--- src/sv/iqws_pkg.sv ---
package iqws_pkg;
  localparam int Depth = 16;
  localparam int IdxW = 4;
  localparam logic [2:0] CMD_INSERT = 3'd0;
  localparam logic [2:0] CMD_WAKEUP = 3'd1;
  localparam logic [2:0] CMD_ALU1 = 3'd2;
  localparam logic [2:0] CMD_ALU2 = 3'd3;
  localparam logic [2:0] CMD_FP = 3'd4;
  localparam logic [2:0] CMD_FLUSH = 3'd5;
  // spare command codes, no effect on the queue
  localparam logic [2:0] CMD_SPARE_A = 3'd6;
  localparam logic [2:0] CMD_SPARE_B = 3'd7;
  localparam logic [2:0] KIND_BRANCH = 3'd0;

  typedef struct packed {
    logic       used;
    logic [2:0] kind;
    logic [5:0] src_a;
    logic [5:0] src_b;
    logic [5:0] dest;
    logic [4:0] tag;
    logic       a_rdy;
    logic       b_rdy;
  } entry_t;

  // per-cell match flags handed to the selector
  typedef struct packed {
    logic br_rdy;
    logic ar_rdy;
    logic fp_rdy;
    logic br_tag;
    logic ar_tag;
  } match_t;

  // control broadcast to the row of cells
  typedef struct packed {
    logic       wake;
    logic [5:0] woken_reg;
    logic       do_remove;
    logic [IdxW-1:0] rm_idx;
    logic       do_insert;
    logic [IdxW-1:0] ins_idx;
  } cell_ctl_t;
endpackage

--- src/sv/iqws_cell.sv ---
module iqws_cell (
  input  logic                clk,
  input  logic                rst_n,
  input  logic [3:0]          my_idx,
  input  iqws_pkg::cell_ctl_t ctl,
  input  iqws_pkg::entry_t    new_entry,
  input  iqws_pkg::entry_t    upper,
  input  logic [2:0]          fp_kind,
  input  logic [4:0]          flush_tag,
  output iqws_pkg::entry_t    entry,
  output iqws_pkg::match_t    match
);
  iqws_pkg::entry_t ent_r, ent_nxt;
  logic rdy;

  // age-ordered shift, insert and wakeup
  always_comb begin
    ent_nxt = ent_r;
    if (ctl.wake && ent_r.used) begin
      if (ent_r.src_a == ctl.woken_reg) ent_nxt.a_rdy = 1'b1;
      if (ent_r.src_b == ctl.woken_reg) ent_nxt.b_rdy = 1'b1;
    end
    if (ctl.do_remove && my_idx >= ctl.rm_idx) begin
      ent_nxt = upper;
    end
    if (ctl.do_insert && my_idx == ctl.ins_idx) begin
      ent_nxt = new_entry;
    end
  end

  always_ff @(posedge clk) begin
    if (!rst_n) begin
      ent_r.used <= 1'b0;
    end else begin
      ent_r.used <= ent_nxt.used;
    end
    ent_r.kind  <= ent_nxt.kind;
    ent_r.src_a <= ent_nxt.src_a;
    ent_r.src_b <= ent_nxt.src_b;
    ent_r.dest  <= ent_nxt.dest;
    ent_r.tag   <= ent_nxt.tag;
    ent_r.a_rdy <= ent_nxt.a_rdy;
    ent_r.b_rdy <= ent_nxt.b_rdy;
  end

  // match flags
  assign rdy = ent_r.used && ent_r.a_rdy && ent_r.b_rdy;
  assign entry = ent_r;
  assign match.br_rdy = rdy && (ent_r.kind == iqws_pkg::KIND_BRANCH);
  assign match.ar_rdy = rdy && (ent_r.kind != iqws_pkg::KIND_BRANCH);
  assign match.fp_rdy = match.ar_rdy && (ent_r.kind == fp_kind);
  assign match.br_tag = ent_r.used && (ent_r.kind == iqws_pkg::KIND_BRANCH)
                        && (ent_r.tag == flush_tag);
  assign match.ar_tag = ent_r.used && (ent_r.kind != iqws_pkg::KIND_BRANCH)
                        && (ent_r.tag == flush_tag);
endmodule

--- src/sv/iqws_pick.sv ---
module iqws_pick (
  input  logic [15:0] req,
  output logic        found,
  output logic [3:0]  idx
);
  // oldest (lowest index) requester
  always_comb begin
    found = 1'b0;
    idx = '0;
    for (int i = iqws_pkg::Depth - 1; i >= 0; i--) begin
      if (req[i]) begin
        found = 1'b1;
        idx = 4'(i);
      end
    end
  end
endmodule

--- src/sv/issue_queue_wakeup_select_core.sv ---
// issue queue with wakeup and select, 16 entries in age order
// command channel: a transfer happens when start is high and busy is low;
// in_cmd selects insert, wakeup, issue alu1/alu2/fp or flush, other codes
// change nothing. busy is held low, so one command is taken each cycle.
// result channel: every command gives one result, shown for exactly one
// cycle with out_valid high, in the cycle after the command transfer.
// throughput 1 command per cycle, set by the row of cells which shifts,
// writes and wakes all entries together in the same cycle.
// unused result fields read as zero; out_full_res shows the state after
// the command. the receiver cannot stall the result channel.
// a synchronous reset (rst_n low) empties the queue at once.
module issue_queue_wakeup_select_core (
  input  logic       clk,
  input  logic       rst_n,
  input  logic       start,
  output logic       busy,
  input  logic [2:0] in_cmd,
  input  logic [2:0] in_kind,
  input  logic [5:0] in_src_a,
  input  logic [5:0] in_src_b,
  input  logic [5:0] in_dest,
  input  logic       in_src_a_ready,
  input  logic       in_src_b_ready,
  input  logic [4:0] in_tag,
  input  logic [5:0] in_woken_reg,
  output logic       out_valid,
  output logic       out_full_res,
  output logic       out_issued_valid,
  output logic [2:0] out_issued_kind,
  output logic [5:0] out_issued_src_a,
  output logic [5:0] out_issued_src_b,
  output logic [5:0] out_issued_dest,
  output logic [4:0] out_issued_tag,
  output logic       out_flush_hit,
  output logic       out_freed_valid,
  output logic [5:0] out_freed_reg
);
  localparam int N = iqws_pkg::Depth;
  iqws_pkg::entry_t ents [N];
  iqws_pkg::entry_t ups [N];
  iqws_pkg::match_t m [N];
  iqws_pkg::entry_t new_e, sel_e;
  iqws_pkg::cell_ctl_t ctl;
  logic [N-1:0] br_rdy, ar_rdy, fp_rdy, br_tag, ar_tag;
  logic f_br, f_ar, f_fp, f_bt, f_at;
  logic [3:0] i_br, i_ar, i_fp, i_bt, i_at;
  logic [4:0] held_r, held_nxt;
  logic go, full;
  logic hit;
  logic [3:0] hit_idx;
  logic iss, fl, fl_ar;

  logic       val_r, full_r, iss_r, fl_r, fr_r;
  logic [2:0] kind_r;
  logic [5:0] sa_r, sb_r, dst_r, frreg_r;
  logic [4:0] tag_r;

  assign busy = 1'b0;
  assign go = start && !busy;
  assign full = (held_r == 5'(N));

  assign new_e = '{used: 1'b1, kind: in_kind, src_a: in_src_a, src_b: in_src_b,
                   dest: in_dest, tag: in_tag, a_rdy: in_src_a_ready,
                   b_rdy: in_src_b_ready};

  // row of cells, each fed by its younger neighbour
  for (genvar g = 0; g < N; g++) begin : g_cell
    if (g == N - 1) begin : g_top
      assign ups[g] = '0;
    end else begin : g_mid
      assign ups[g] = ents[g+1];
    end
    iqws_cell u_cell (
      .clk(clk), .rst_n(rst_n), .my_idx(4'(g)), .ctl(ctl), .new_entry(new_e),
      .upper(ups[g]), .fp_kind(in_kind), .flush_tag(in_tag),
      .entry(ents[g]), .match(m[g])
    );
    assign br_rdy[g] = m[g].br_rdy;
    assign ar_rdy[g] = m[g].ar_rdy;
    assign fp_rdy[g] = m[g].fp_rdy;
    assign br_tag[g] = m[g].br_tag;
    assign ar_tag[g] = m[g].ar_tag;
  end

  iqws_pick u_pbr (.req(br_rdy), .found(f_br), .idx(i_br));
  iqws_pick u_par (.req(ar_rdy), .found(f_ar), .idx(i_ar));
  iqws_pick u_pfp (.req(fp_rdy), .found(f_fp), .idx(i_fp));
  iqws_pick u_pbt (.req(br_tag), .found(f_bt), .idx(i_bt));
  iqws_pick u_pat (.req(ar_tag), .found(f_at), .idx(i_at));

  // selection per command
  always_comb begin
    hit = 1'b0;
    hit_idx = '0;
    iss = 1'b0;
    fl = 1'b0;
    fl_ar = 1'b0;
    case (in_cmd)
      iqws_pkg::CMD_ALU1: begin
        iss = f_br || f_ar;
        hit_idx = f_br ? i_br : i_ar;
      end
      iqws_pkg::CMD_ALU2: begin
        iss = f_ar;
        hit_idx = i_ar;
      end
      iqws_pkg::CMD_FP: begin
        iss = f_fp;
        hit_idx = i_fp;
      end
      iqws_pkg::CMD_FLUSH: begin
        fl = f_bt || f_at;
        fl_ar = !f_bt && f_at;
        hit_idx = f_bt ? i_bt : i_at;
      end
      default: ;
    endcase
    hit = iss || fl;
  end

  assign sel_e = ents[hit_idx];

  always_comb begin
    ctl.wake = go && (in_cmd == iqws_pkg::CMD_WAKEUP);
    ctl.woken_reg = in_woken_reg;
    ctl.do_remove = go && hit;
    ctl.rm_idx = hit_idx;
    ctl.do_insert = go && (in_cmd == iqws_pkg::CMD_INSERT) && !full;
    ctl.ins_idx = held_r[3:0];
    held_nxt = held_r;
    if (ctl.do_insert) held_nxt = held_r + 5'd1;
    if (ctl.do_remove) held_nxt = held_r - 5'd1;
  end

  // fill count and result register
  always_ff @(posedge clk) begin
    if (!rst_n) begin
      held_r  <= '0;
      val_r   <= 1'b0;
      full_r  <= 1'b0;
      iss_r   <= 1'b0;
      kind_r  <= '0;
      sa_r    <= '0;
      sb_r    <= '0;
      dst_r   <= '0;
      tag_r   <= '0;
      fl_r    <= 1'b0;
      fr_r    <= 1'b0;
      frreg_r <= '0;
    end else begin
      held_r  <= held_nxt;
      val_r   <= go;
      full_r  <= (held_nxt == 5'(N));
      iss_r   <= go && iss;
      kind_r  <= (go && iss) ? sel_e.kind : '0;
      sa_r    <= (go && iss) ? sel_e.src_a : '0;
      sb_r    <= (go && iss) ? sel_e.src_b : '0;
      dst_r   <= (go && iss) ? sel_e.dest : '0;
      tag_r   <= (go && iss) ? sel_e.tag : '0;
      fl_r    <= go && fl;
      fr_r    <= go && fl_ar;
      frreg_r <= (go && fl_ar) ? sel_e.dest : '0;
    end
  end

  assign out_valid = val_r;
  assign out_full_res = full_r;
  assign out_issued_valid = iss_r;
  assign out_issued_kind = kind_r;
  assign out_issued_src_a = sa_r;
  assign out_issued_src_b = sb_r;
  assign out_issued_dest = dst_r;
  assign out_issued_tag = tag_r;
  assign out_flush_hit = fl_r;
  assign out_freed_valid = fr_r;
  assign out_freed_reg = frreg_r;
endmodule

--- config.mk ---
export PLATFORM = sky130hd
export DESIGN_NAME = issue_queue_wakeup_select_core
export DESIGN_NICKNAME = d
export VERILOG_FILES = /design/src/sv/iqws_pkg.sv /design/src/sv/iqws_cell.sv /design/src/sv/iqws_pick.sv /design/src/sv/issue_queue_wakeup_select_core.sv
export SDC_FILE = /design/constraint.sdc
export NUM_CORES = 1
export LEC_CHECK = 0
export BUFFER_PORTS_ARGS = -buffer_cell sky130_fd_sc_hd__clkbuf_2
export CAP_MARGIN = 20
export CORE_MARGIN = 1
export CORE_UTILIZATION = 55
export DETAILED_ROUTE_END_ITERATION = 16
export GPL_ROUTABILITY_DRIVEN = 0
export PLACE_DENSITY_LB_ADDON = 0.15
export SYNTH_ARGS = -nofsm -noshare
export SYNTH_HDL_FRONTEND = slang
export SYNTH_SLANG_ARGS = --single-unit
--- constraint.sdc ---
create_clock -name clk -period 4.2 [get_ports clk]
set_input_delay 0.42 -clock clk [delete_from_list [all_inputs] [get_ports clk]]
set_output_delay 0.42 -clock clk [all_outputs]
set_load 0.02 [all_outputs]
# After elaboration in Yosys (flattened, before gate mapping)
# Index checks and enable logic that the tools add are counted.
dict set report totals {
  output_inout_bits 38
  register_bits 506
  inputBits 40
}
dict set report classes {
  n_reduce_logical 337
  n_addsub 2
  n_eq_ne 86
  muxes 251
  n_bitwise 1
  order_cmp 17
}
# op count
set ops {}
lappend ops {{2-to-1 mux 29 bit} 32}
lappend ops {{2-to-1 mux 4 bit} 82}
lappend ops {{logical AND 1 bit} 200}
lappend ops {{== test 6 bit} 32}
lappend ops {{nonzero test 3 bit} 64}
lappend ops {{binary-select mux 29 bit (select 4 bit)} 1}
lappend ops {{2-to-1 mux 1 bit} 114}
lappend ops {{== test 5 bit} 16}
lappend ops {{AND reduction 2 bit} 34}
lappend ops {{2-to-1 mux 28 bit} 2}
lappend ops {{logical NOT 3 bit} 17}
lappend ops {{== test 3 bit} 16}
lappend ops {{== test 4 bit (first input constant)} 8}
lappend ops {{greater-or-equal comparator 4 bit (first input constant)} 8}
lappend ops {{2-to-1 mux 2 bit} 16}
lappend ops {{nonzero test 2 bit} 16}
lappend ops {{== test 3 x 4 -> 1 bit (first input constant)} 4}
lappend ops {{greater-or-equal comparator 3 x 4 -> 1 bit (first input constant)} 4}
lappend ops {{one-hot mux 4 bit (4 select lines)} 1}
lappend ops {{== test 5 bit (second input constant)} 2}
lappend ops {{2-to-1 mux 5 bit} 2}
lappend ops {{== test 2 x 4 -> 1 bit (first input constant)} 2}
lappend ops {{greater-or-equal comparator 1 x 4 -> 1 bit (first input constant)} 2}
lappend ops {{greater-or-equal comparator 2 x 4 -> 1 bit (first input constant)} 2}
lappend ops {{other kinds (12)} 17}

# Longest topological paths before layout
# Gate-level depths: netlist of the first run.
dict set report logic_depth {
  word_depth 26
  depth_mapped 19
}

# Hierarchy
# From an unflattened synthesis of the first run, not the netlist that was laid out.
dict set report unflattened {
  hier_cells 4116
  hier_area_um2 35297.6
}
# module cells_per_inst area_each_um2 instances
set by_module_without_submodules {}
lappend by_module_without_submodules {iqws_cell 190 1816.7 16}
lappend by_module_without_submodules {issue_queue_wakeup_select_core 911 5335.1 1}
lappend by_module_without_submodules {iqws_pick 33 178.9 5}

# Least setup slack after synthesis of the first run
# Ideal clock, no wire load.
dict set report synth_timing {
  path_type {input to register}
  startpoint {in in_tag[4]}
  endpoint {reg g_cell[0].u_cell.ent_r (netlist bit g_cell[0].u_cell.entry[10]), enable pin}
  path_slack_ps -110
  cell_stages 14
  arrival_ps 3930
  cell_sequence {buf_2 -> xor2_1 -> or4b_1 -> nor4_1 -> a221o_1 -> nand3_1 -> a211oi_1 -> o311ai_4 -> nor3_1 -> nand2_1 -> nor2_2 -> buf_2 -> nor2_1 -> inv_1}
}
dict set report synth_between {
  elab_chain_cells 24
}
# element line_no
set synth_rtl {}
lappend synth_rtl {{from (decl)} issue_queue_wakeup_select_core.sv:24} ;# input logic [4:0] in_tag,
lappend synth_rtl {{branches (longest 22 deep; another with == test 5 bit)} -}
lappend synth_rtl {{logical AND 1 bit (*)} iqws_cell.sv:23} ;# if (ctl.do_remove && my_idx >= ctl.rm_idx) begin
lappend synth_rtl {{nonzero test 2 bit (no line) (*)} -}
lappend synth_rtl {{to (decl)} iqws_cell.sv:13} ;# iqws_pkg::entry_t ent_r, ent_nxt;
# Mark *: on every way between the ends.
# A chain may end at the register's enable or synchronous reset.

# Final worst setup path of the first run
dict set report layout_timing {
  startpoint {reg g_cell[15].u_cell.ent_r (netlist bit g_cell[15].u_cell.entry[2])}
  endpoint {reg kind_r[2] (netlist: out_issued_kind[2])}
}
dict set report layout_between {
  elab_chain_cells 24
}
# element line_no
set layout_rtl {}
lappend layout_rtl {{from (decl)} iqws_cell.sv:13}
lappend layout_rtl {{== test 5 bit (*)} {iqws_cell.sv:53, iqws_cell.sv:55}}
lappend layout_rtl {{logical AND 1 bit (on tied branches)} {iqws_cell.sv:55, iqws_cell.sv:53}}
lappend layout_rtl {{2-to-1 mux 4 bit or 2-to-1 mux 1 bit (tied branches) (16 in a row)} iqws_pick.sv:11} ;# if (req[i]) begin
lappend layout_rtl {{2-to-1 mux 4 bit (*)} issue_queue_wakeup_select_core.sv:114} ;# hit_idx = f_bt ? i_bt : i_at;
lappend layout_rtl {{one-hot mux 4 bit (4 select lines) (*)} issue_queue_wakeup_select_core.sv:98} ;# case (in_cmd)
lappend layout_rtl {{NOT 4 -> 5 bit (implied by the code) (*)} issue_queue_wakeup_select_core.sv:121} ;# assign sel_e = ents[hit_idx];
lappend layout_rtl {{binary-select mux 29 bit (select 4 bit) (*)} issue_queue_wakeup_select_core.sv:121}
lappend layout_rtl {{2-to-1 mux 28 bit (implied by the code) (*) (2 in a row)} issue_queue_wakeup_select_core.sv:121}
lappend layout_rtl {{to (signal assigned)} issue_queue_wakeup_select_core.sv:155} ;# kind_r <= (go && iss) ? sel_e.kind : '0;
lappend layout_rtl {{to (decl)} issue_queue_wakeup_select_core.sv:54} ;# logic [2:0] kind_r;
# Mark *: on every way between the ends. The rest lies on a longest branch, timed or not. The select of a mux whose other input is x is not followed.

==> results.txt, run 1 <==
----------------------------------------------------
[GRT]
  Largest net degree at the start of global routing ... 33
  Number of global-route vias before repair ... between 20,000 and 25,000
  GRT Total Usage ... 0.334
  Number of antenna violations at the first check in global routing ... 2
  Congestion Overflow GR ... 0
  Wire length of the first global-routing pass ... roughly 140,000 um

[Logic synthesis]
  Number of distinct standard cells referenced by the synthesized netlist ... 80
  Sequential element share of the synthesized area ... 0.493
  Number of synthesized flops with an enable pin ... between 400 and 500
  Cell count after synthesis ... ~2,700
  Top cells by area, synth ... sky130_fd_sc_hd__edfxtp_1 (45%), sky130_fd_sc_hd__a22o_1 (12%), sky130_fd_sc_hd__xnor2_1 (7.7%)
  Warning count from the yosys run ... 0
  Per-instance average area after synthesis ... between 10 and 15 sq um
  Summed instance area of the synthesized netlist ... approximately 30,000 sq um
  Net Count, Synth ... approximately 2,700
  Synth async-reset ratio ... 0
  Number of synthesized register bits ... roughly 510
  Portion of synthesized cell area occupied by the leading cell type ... 0.454
  Cell type with the largest total area after synthesis ... sky130_fd_sc_hd__edfxtp_1
  Dominant register cell in the synthesized netlist ... sky130_fd_sc_hd__edfxtp_1

[Placed design]
  Post-place setup slack ... -303 ps
  Half-perimeter wire length after placement ... about 70,000 um
  Number of port buffers ... 76

[Routing]
  Detailed-router iteration count before antenna repair ... 12
  Detailed-route via count ... between 20,000 and 25,000
  Number of design rule violations left after detail routing ... 5
  Wirelength per Cell ... between 20 and 30 um
  DRT iter0 DRCs ... 2,783
  Via density per instance ... between 6 and 7
  Count of nets left with antenna violations after detail routing ... 0
  Routed Wire Length ... slightly above 90,000 um

[Setup path]
  Data arrival at the endpoint of the critical path ... approximately 4700 ps
  Launching element type of the critical path ... flop
  Critical path buffer and inverter count ... 3
  Crit path max fanout ... 11
  Data required, critical path ... approximately 4700 ps
  CP peak stage delay ... ~540 ps
  Slowest cell on the critical path ... sky130_fd_sc_hd__or4_4
  Type of the setup path with the least slack ... reg2reg
  Crit path capture type ... flop
  Ordered list of cells on the worst path ... xor2_1, or4b_4, or4_4, a221o_1, nand3_1, a211oi_2, o311ai_4, nor2_4, buf_4, buf_8, buf_12, mux2i_1, nand2_1, a32oi_4, nand2_2
  CP delay by family, top ... simple AND/OR/NAND/NOR gates

[CTS]
  Clock latency on the worst-skew pair ... approximately 630 ps
  CTS tree ... yes
  Reg clk slew, reported paths ... approximately 60 ps
  Root buffer cell ... sky130_fd_sc_hd__clkbuf_16
  CTS H-Tree Depth ... 2
  Number of clock sinks ... ~510
  Worst-case clock buffer depth ... 3
  Hold-fix buffer count after cts ... 0
  CTS Buf Count ... 54

[Timing]
  Relative slew slack ... 0.259
  Final setup violating endpoints ... 1
  Post-route fraction of the period consumed by the critical path ... 1.00
  Minimum period implied by the final worst setup slack ... 4210 ps
  Max Fclk ... 0.238 GHz
  Max-slew violations ... 0
  Min setup slack post-route ... -8.44 ps
  Post-route worst hold slack ... between 150 and 200 ps
  Actual slew at the worst max-slew pin ... between 1000 and 1500 ps
  Final Skew ... around 34 ps
  Setup repair after global routing missed its margin ... yes
  Count of final hold-check violations ... 0

[Layout]
  Net count of the finished layout ... roughly 2,800
  Area of combinational cells with multiple inputs ... 14,000 sq um
  Area Growth Syn to Fin ... 16.1%
  Footprint of the flip-flops and latches ... 14,600 sq um
  Share of cells above drive strength 1 ... 0.180
  Flip-flop count of the largest register after layout ... between 400 and 500
  Fill cell count ... between 4,000 and 5,000
  Final core occ ... 0.651

[Worst hold path]
  Tightest Hold Check Type ... in2reg

[Floorplan]
  Starting density of the core ... 0.560
  Die Footprint ... ~55,000 sq um
  Core Rows ... 84
  Vertical die dimension ... ~230 um
  Die width ... roughly 230 um
  Placeable core region ... about 53,000 sq um
  Number of top-level design ports ... 78

[Power and ir drop]
  Pwr dens ... approximately 310 nW/um^2
  Worst VDD drop ... roughly 0.34 mV
  Static leakage power ... around 14 nW

[Job]
  Max Cap Viol ... 0

[Outcome]
  Run status ... finished, violations left
  Violated checks ... DRC, setup timing

----------------------------------------------------
==> worst register-to-register path, delay by kind of cell (launching register included) <==
family,cells,cell delay [ps]
simple gates,6,1490
compound gates,4,1230
buf+inv,3,500
flops,1,480
xor+xnor,1,210
mux,1,170
==> through the flow <==
stage / std cells / TNS, ps / power, W / area (sq um)
2_1_floorplan: 2656 / 0 / 0.00584 / 29600
3_3_place_gp: 3408 / -1590 / 0.00599 / 32200
3_5_place_dp: 3408 / -7990 / 0.00600 / 32200
4_1_cts: 3509 / -140 / 0.0108 / 34000
5_1_grt: 3523 / -604 / 0.0110 / 34400
6_report: 3523 / -8.44 / 0.0108 / 34400
==> cell usage after synthesis (24+ instances only) <==
cell type and count:
sky130_fd_sc_hd__edfxtp_1 448, sky130_fd_sc_hd__a22o_1 403, sky130_fd_sc_hd__xnor2_1 259, sky130_fd_sc_hd__nand2_1 200, sky130_fd_sc_hd__mux2i_1 172, sky130_fd_sc_hd__clkbuf_1 128
sky130_fd_sc_hd__nor2_1 91, sky130_fd_sc_hd__nand3_1 87, sky130_fd_sc_hd__nand4_1 77, sky130_fd_sc_hd__xor2_1 65, sky130_fd_sc_hd__dfxtp_1 58, sky130_fd_sc_hd__buf_2 54
sky130_fd_sc_hd__buf_1 48, sky130_fd_sc_hd__nor3_1 46, sky130_fd_sc_hd__and3_1 40, sky130_fd_sc_hd__inv_1 40, sky130_fd_sc_hd__o21ai_0 34, sky130_fd_sc_hd__a31oi_1 25
sky130_fd_sc_hd__a21oi_1 24, sky130_fd_sc_hd__o22ai_1 24
==> worst paths after layout <==
kind / startpoint / endpoint / slack (ps) / cells after the start
hold reg to reg: g_cell[15].u_cell.entry[28] / g_cell[15].u_cell.entry[28] / 550 / 2
setup / recovery: g_cell[15].u_cell.entry[2] / out_issued_kind[2] / -8 / 15
hold / removal: start / out_valid / 180 / 2
setup reg to reg: g_cell[15].u_cell.entry[2] / out_issued_kind[2] / -8 / 15
==> power by group <==
part           switching, W  internal (W)
logic              0.000320      0.000172
registers        0.00000877       0.00541
clock network       0.00205       0.00281
total               0.00237       0.00839
==> cell type report <==
type / instances / share of cell area
clock inverters: 22 / 0.00687
inverters: 40 / 0.00447
flip-flops and latches: 506 / 0.425
multi-input cells: 1853 / 0.407
repair buffers: 334 / 0.0863
well taps: 688 / 0.0250
diodes: 1 / 0.0000727
clock buffers: 79 / 0.0452
==> kinds of logic (layout without fill, tap and decap cells) <==
logic type / count (synthesis) / after routing / share of synthesized area
multiplexers: 196 / 196 / 0.0672
AND/OR/NAND/NOR: 664 / 664 / 0.113
flip-flops: 506 / 506 / 0.493
AO/OA/AOI/OAI: 664 / 664 / 0.184
buffers and inverters: 297 / 475 / 0.0446
other: 1 / 2 / 0.000127
XOR/XNOR: 324 / 324 / 0.0958
adder cells (fa/ha/maj): 4 / 4 / 0.00169
==> metal layers <==
metal,wire [um],global-route usage,part of all wire
met2,41900,0.522,0.45
met1,38500,0.466,0.42
met3,8380,0.0541,0.091
met4,3620,0.128,0.039
met5,0,0,0
==> cells in the final DEF (no fill, tap or decap), drive strengths merged, types with 65 or more instances in the layout <==
cell,count
nand2,200
buf,256
nand4,77
xnor2,259
edfxtp,448
a22o,403
clkbuf,157
nand3,87
mux2i,172
xor2,65
nor2,96
==> timing repair <==
action	CTS	global route
resized for setup	6	44
setup buffers	0	12
pin swaps	0	19
setup endpoints to repair	15	202
hold endpoints to repair	0	0
gates cloned	0	2
No activity file was read; power rests on OpenSTA's default activity.
==> run 2: changes to the inputs <==
Settings changed: GPL_ROUTABILITY_DRIVEN 0 to unset.
Clock period 4.2 ns to 3.39 ns, I/O delays scaled along.
==> run 2 against run 1 <==
Clock skew shrank 9.2 ps. Final area up 11%. Register-to-register slack lost 660 ps. Sequential power grew 24%. Global-route usage up 2.4 points. The flow still finishes with violations (DRC, setup timing). Maximum frequency up 3.8%. Clock-buffer cell count is 6 higher. Setup slack lost 660 ps. Critical path type unchanged. Critical endpoint is now g_cell[14].u_cell.entry[10]. First-iteration DRC count fell by 2.3%. Die area is the same.
==> results.txt, run 2 (synthesis results as in run 1) <==
----------------------------------------------------
[Worst hold path]
  Startpoint of the most critical hold path ... start
  Tightest Hold Check Type ... in2reg
  Worst hold path endpoint ... out_valid
  Cells on Worst Hold Path ... 2 (unchanged)

[Floorplan]
  Starting density of the core ... 0.560 (unchanged)
  Die width ... 234 um (unchanged)
  Die Footprint ... 54,800 sq um (unchanged)
  Number of top-level design ports ... 78 (unchanged)
  Vertical die dimension ... 234 um (unchanged)
  Placeable core region ... 52,900 sq um (unchanged)
  Core Rows ... 84 (unchanged)

[Timing]
  Min setup slack post-route ... -664 ps (-655 ps)
  Post-route fraction of the period consumed by the critical path ... 1.20 (+0.194)
  Max Fclk ... 0.247 GHz (+3.8%)
  Max-slew violations ... 0 (unchanged)
  Setup repair after global routing missed its margin ... yes
  Actual slew at the worst max-slew pin ... 1090 ps (-22.5 ps)
  Count of final hold-check violations ... 0 (unchanged)
  Post-route worst hold slack ... 98.6 ps (-85.0 ps)
  Final Skew ... 24.4 ps (-9.22 ps)
  Relative slew slack ... 0.274 (+0.0150)
  Minimum period implied by the final worst setup slack ... 4050 ps (-155 ps)
  Final setup violating endpoints ... 922 (+921)

[Outcome]
  Run status ... finished, violations left
  Violated checks ... DRC, setup timing

[Routing]
  Number of design rule violations left after detail routing ... 1 (-4)
  Met1 routed wirelength after detailed routing ... 43,400 um (+13%)
  Detailed-router iteration count before antenna repair ... 11 (-1)
  Wirelength per Cell ... 25.8 um (-1.8%)
  DRT iter0 DRCs ... 2,718 (-2.3%)
  Count of nets left with antenna violations after detail routing ... 0 (unchanged)
  Met3 WL post-DR ... 8470 um (+1.1%)
  Top routing layer in use ... met4
  Routed Wire Length ... 100,000 um (+8.2%)
  Via density per instance ... 6.43 (-4.5%)
  Met2 routed WL ... 45,400 um (+8.4%)
  Detailed-route via count ... 25,000 (+5.3%)

[Power and ir drop]
  Total design power ... 0.0133 W (+24%)
  Pwr dens ... 347 nW/um^2 (+11%)
  Static leakage power ... 15.9 nW (+14%)
  Worst VDD drop ... 0.512 mV (+52%)

[GRT]
  Number of global-route vias before repair ... 23,800 (+6.4%)
  Wire length of the first global-routing pass ... 146,000 um (+5.9%)
  Largest net degree at the start of global routing ... 44 (+33%)
  Congestion Overflow GR ... 0 (unchanged)
  GRT Total Usage ... 0.358 (+0.0238)
  Number of antenna violations at the first check in global routing ... 2 (unchanged)

[Setup path]
  Launch point of the worst reg-to-reg path ... g_cell[10].u_cell.entry[0]
  Data required, critical path ... 3760 ps (-920 ps)
  Worst Reg2Reg Path Length in Cells ... 16 (+1)
  Data arrival at the endpoint of the critical path ... 4420 ps (-260 ps)
  Type of the setup path with the least slack ... reg2reg
  R2r endpoint ... g_cell[14].u_cell.entry[10]
  CP peak stage delay ... 650 ps (+110 ps)
  Worst path most repeated cell ... sky130_fd_sc_hd__buf_12
  Reg-to-reg setup timing slack ... -660 ps (-660 ps)
  Slowest cell on the critical path ... sky130_fd_sc_hd__or4_1
  Crit path max fanout ... 18 (+7)
  Launching element type of the critical path ... flop
  Crit path capture type ... flop
  Ordered list of cells on the worst path ... nand3_2, nand2b_1, buf_4, or4_1, nand4_1, nor2b_1, or4_1, o211a_4, buf_12, nand2b_4, buf_12, nor3_4, nor2_2, buf_6, buf_12, a22o_1

[CTS]
  Number of clock sinks ... 506 (unchanged)
  Reg clk slew, reported paths ... 70 ps (about the same)
  CTS H-Tree Depth ... 2 (unchanged)
  Clock latency on the worst-skew pair ... 620 ps (about the same)
  Worst-case clock buffer depth ... 3 (unchanged)
  Root buffer cell ... sky130_fd_sc_hd__clkbuf_16
  CTS Buf Count ... 54 (unchanged)
  CTS tree ... yes

[Placed design]
  Weighted congestion reported at the end of routability-driven placement ... about 1.0
  Cell total after placement ... 3,723 (+9.2%)
  Number of port buffers ... 76 (unchanged)
  Half-perimeter wire length after placement ... 77,000 um (+9.6%)

[Layout]
  Flip-flop count of the largest register after layout ... 464 (unchanged)
  Net count of the finished layout ... 3,194 (+13%)
  Non-filler instance count after layout ... 3,883 (+10%)
  Area Growth Syn to Fin ... 29.3%
  Commonest cells after routing, fill and taps aside ... sky130_fd_sc_hd__buf_4 (514), sky130_fd_sc_hd__edfxtp_1 (448), sky130_fd_sc_hd__a22o_1 (403)
  Commonest non-fill, non-tap cell in the layout ... sky130_fd_sc_hd__buf_4
  Share of cells above drive strength 1 ... 0.300 (+0.120)

[Job]
  Max Cap Viol ... 0 (unchanged)

----------------------------------------------------
run 2: cell count changes in the layout (fill, tap and decap cells not counted), sizes merged:
cell / delta
clkinvlp: +14
buf: +356
inv: -14
bufinv: -2
clkbuf: +11
diode: +1
clkinv: -6
run 2: metal layers:
metal,track usage,up-vias
met5,0,-
met4,0.105,0
met3,0.0430,152
li1,-,11200
met2,0.561,1227
met1,0.520,12400
run 2: cell type report:
cell class                 count  area [sq um]
clock inverter                14           146
antenna                        2          5.00
tap                          688           861
clock buffer                  85          1600
multi-input combinational   1853         14700
timing repair buffer         695          6210
fill                        3614         14600
inverter                      40           206
sequential                   506         14600
run 2: per-stage QoR:
stage | cell area, sq um | setup TNS [ps] | utilization | setup slack [ps]
4_1_cts | 37300 | -412080 | 0.705 | -633
2_1_floorplan | 29900 | -233990 | - | -677
5_1_grt | 38300 | -477400 | 0.724 | -702
3_3_place_gp | 35000 | -663810 | 0.661 | -1190
3_5_place_dp | 35000 | -705630 | 0.661 | -1270
6_report | 38300 | -420150 | 0.724 | -664
run 2: power breakdown:
group | leakage, nW | total, W | switching, W | internal [W]
logic | 9.83 | 0.000681 | 0.000421 | 0.000260
registers | 5.19 | 0.00671 | 0.00000893 | 0.00670
clock network | 0.856 | 0.00591 | 0.00253 | 0.00338
total | 15.9 | 0.0133 | 0.00296 | 0.0103
run 2: worst max-delay path, delay by kind of cell, from the launching register on:
kind	cells	cell delay, ps
AOI/OAI and AO/OA	2	420
buffers and inverters	5	730
DFF	1	360
and+or+nand+nor	9	2290
run 2: repair_timing:
item / in CTS / in global routing
pin swaps: 43 / 41
setup endpoints to repair: 922 / 924
buffers inserted: 13 / 45
hold buffers: 0 / 0
gates cloned: 3 / 7
resized for setup: 78 / 105
run 2: worst max path at each step:
stage,start,depth (start not counted),endpoint
4_1_cts,g_cell[15].u_cell.entry[3],16,out_issued_src_b[0]
2_1_floorplan,g_cell[15].u_cell.entry[2],14,g_cell[10].u_cell.entry[10]
6_report,g_cell[10].u_cell.entry[0],16,g_cell[14].u_cell.entry[10]
5_1_grt,g_cell[15].u_cell.entry[2],14,g_cell[10].u_cell.entry[8]
3_5_place_dp,g_cell[10].u_cell.entry[26],15,out_issued_src_a[0]
3_3_place_gp,g_cell[10].u_cell.entry[26],15,out_issued_src_a[0]
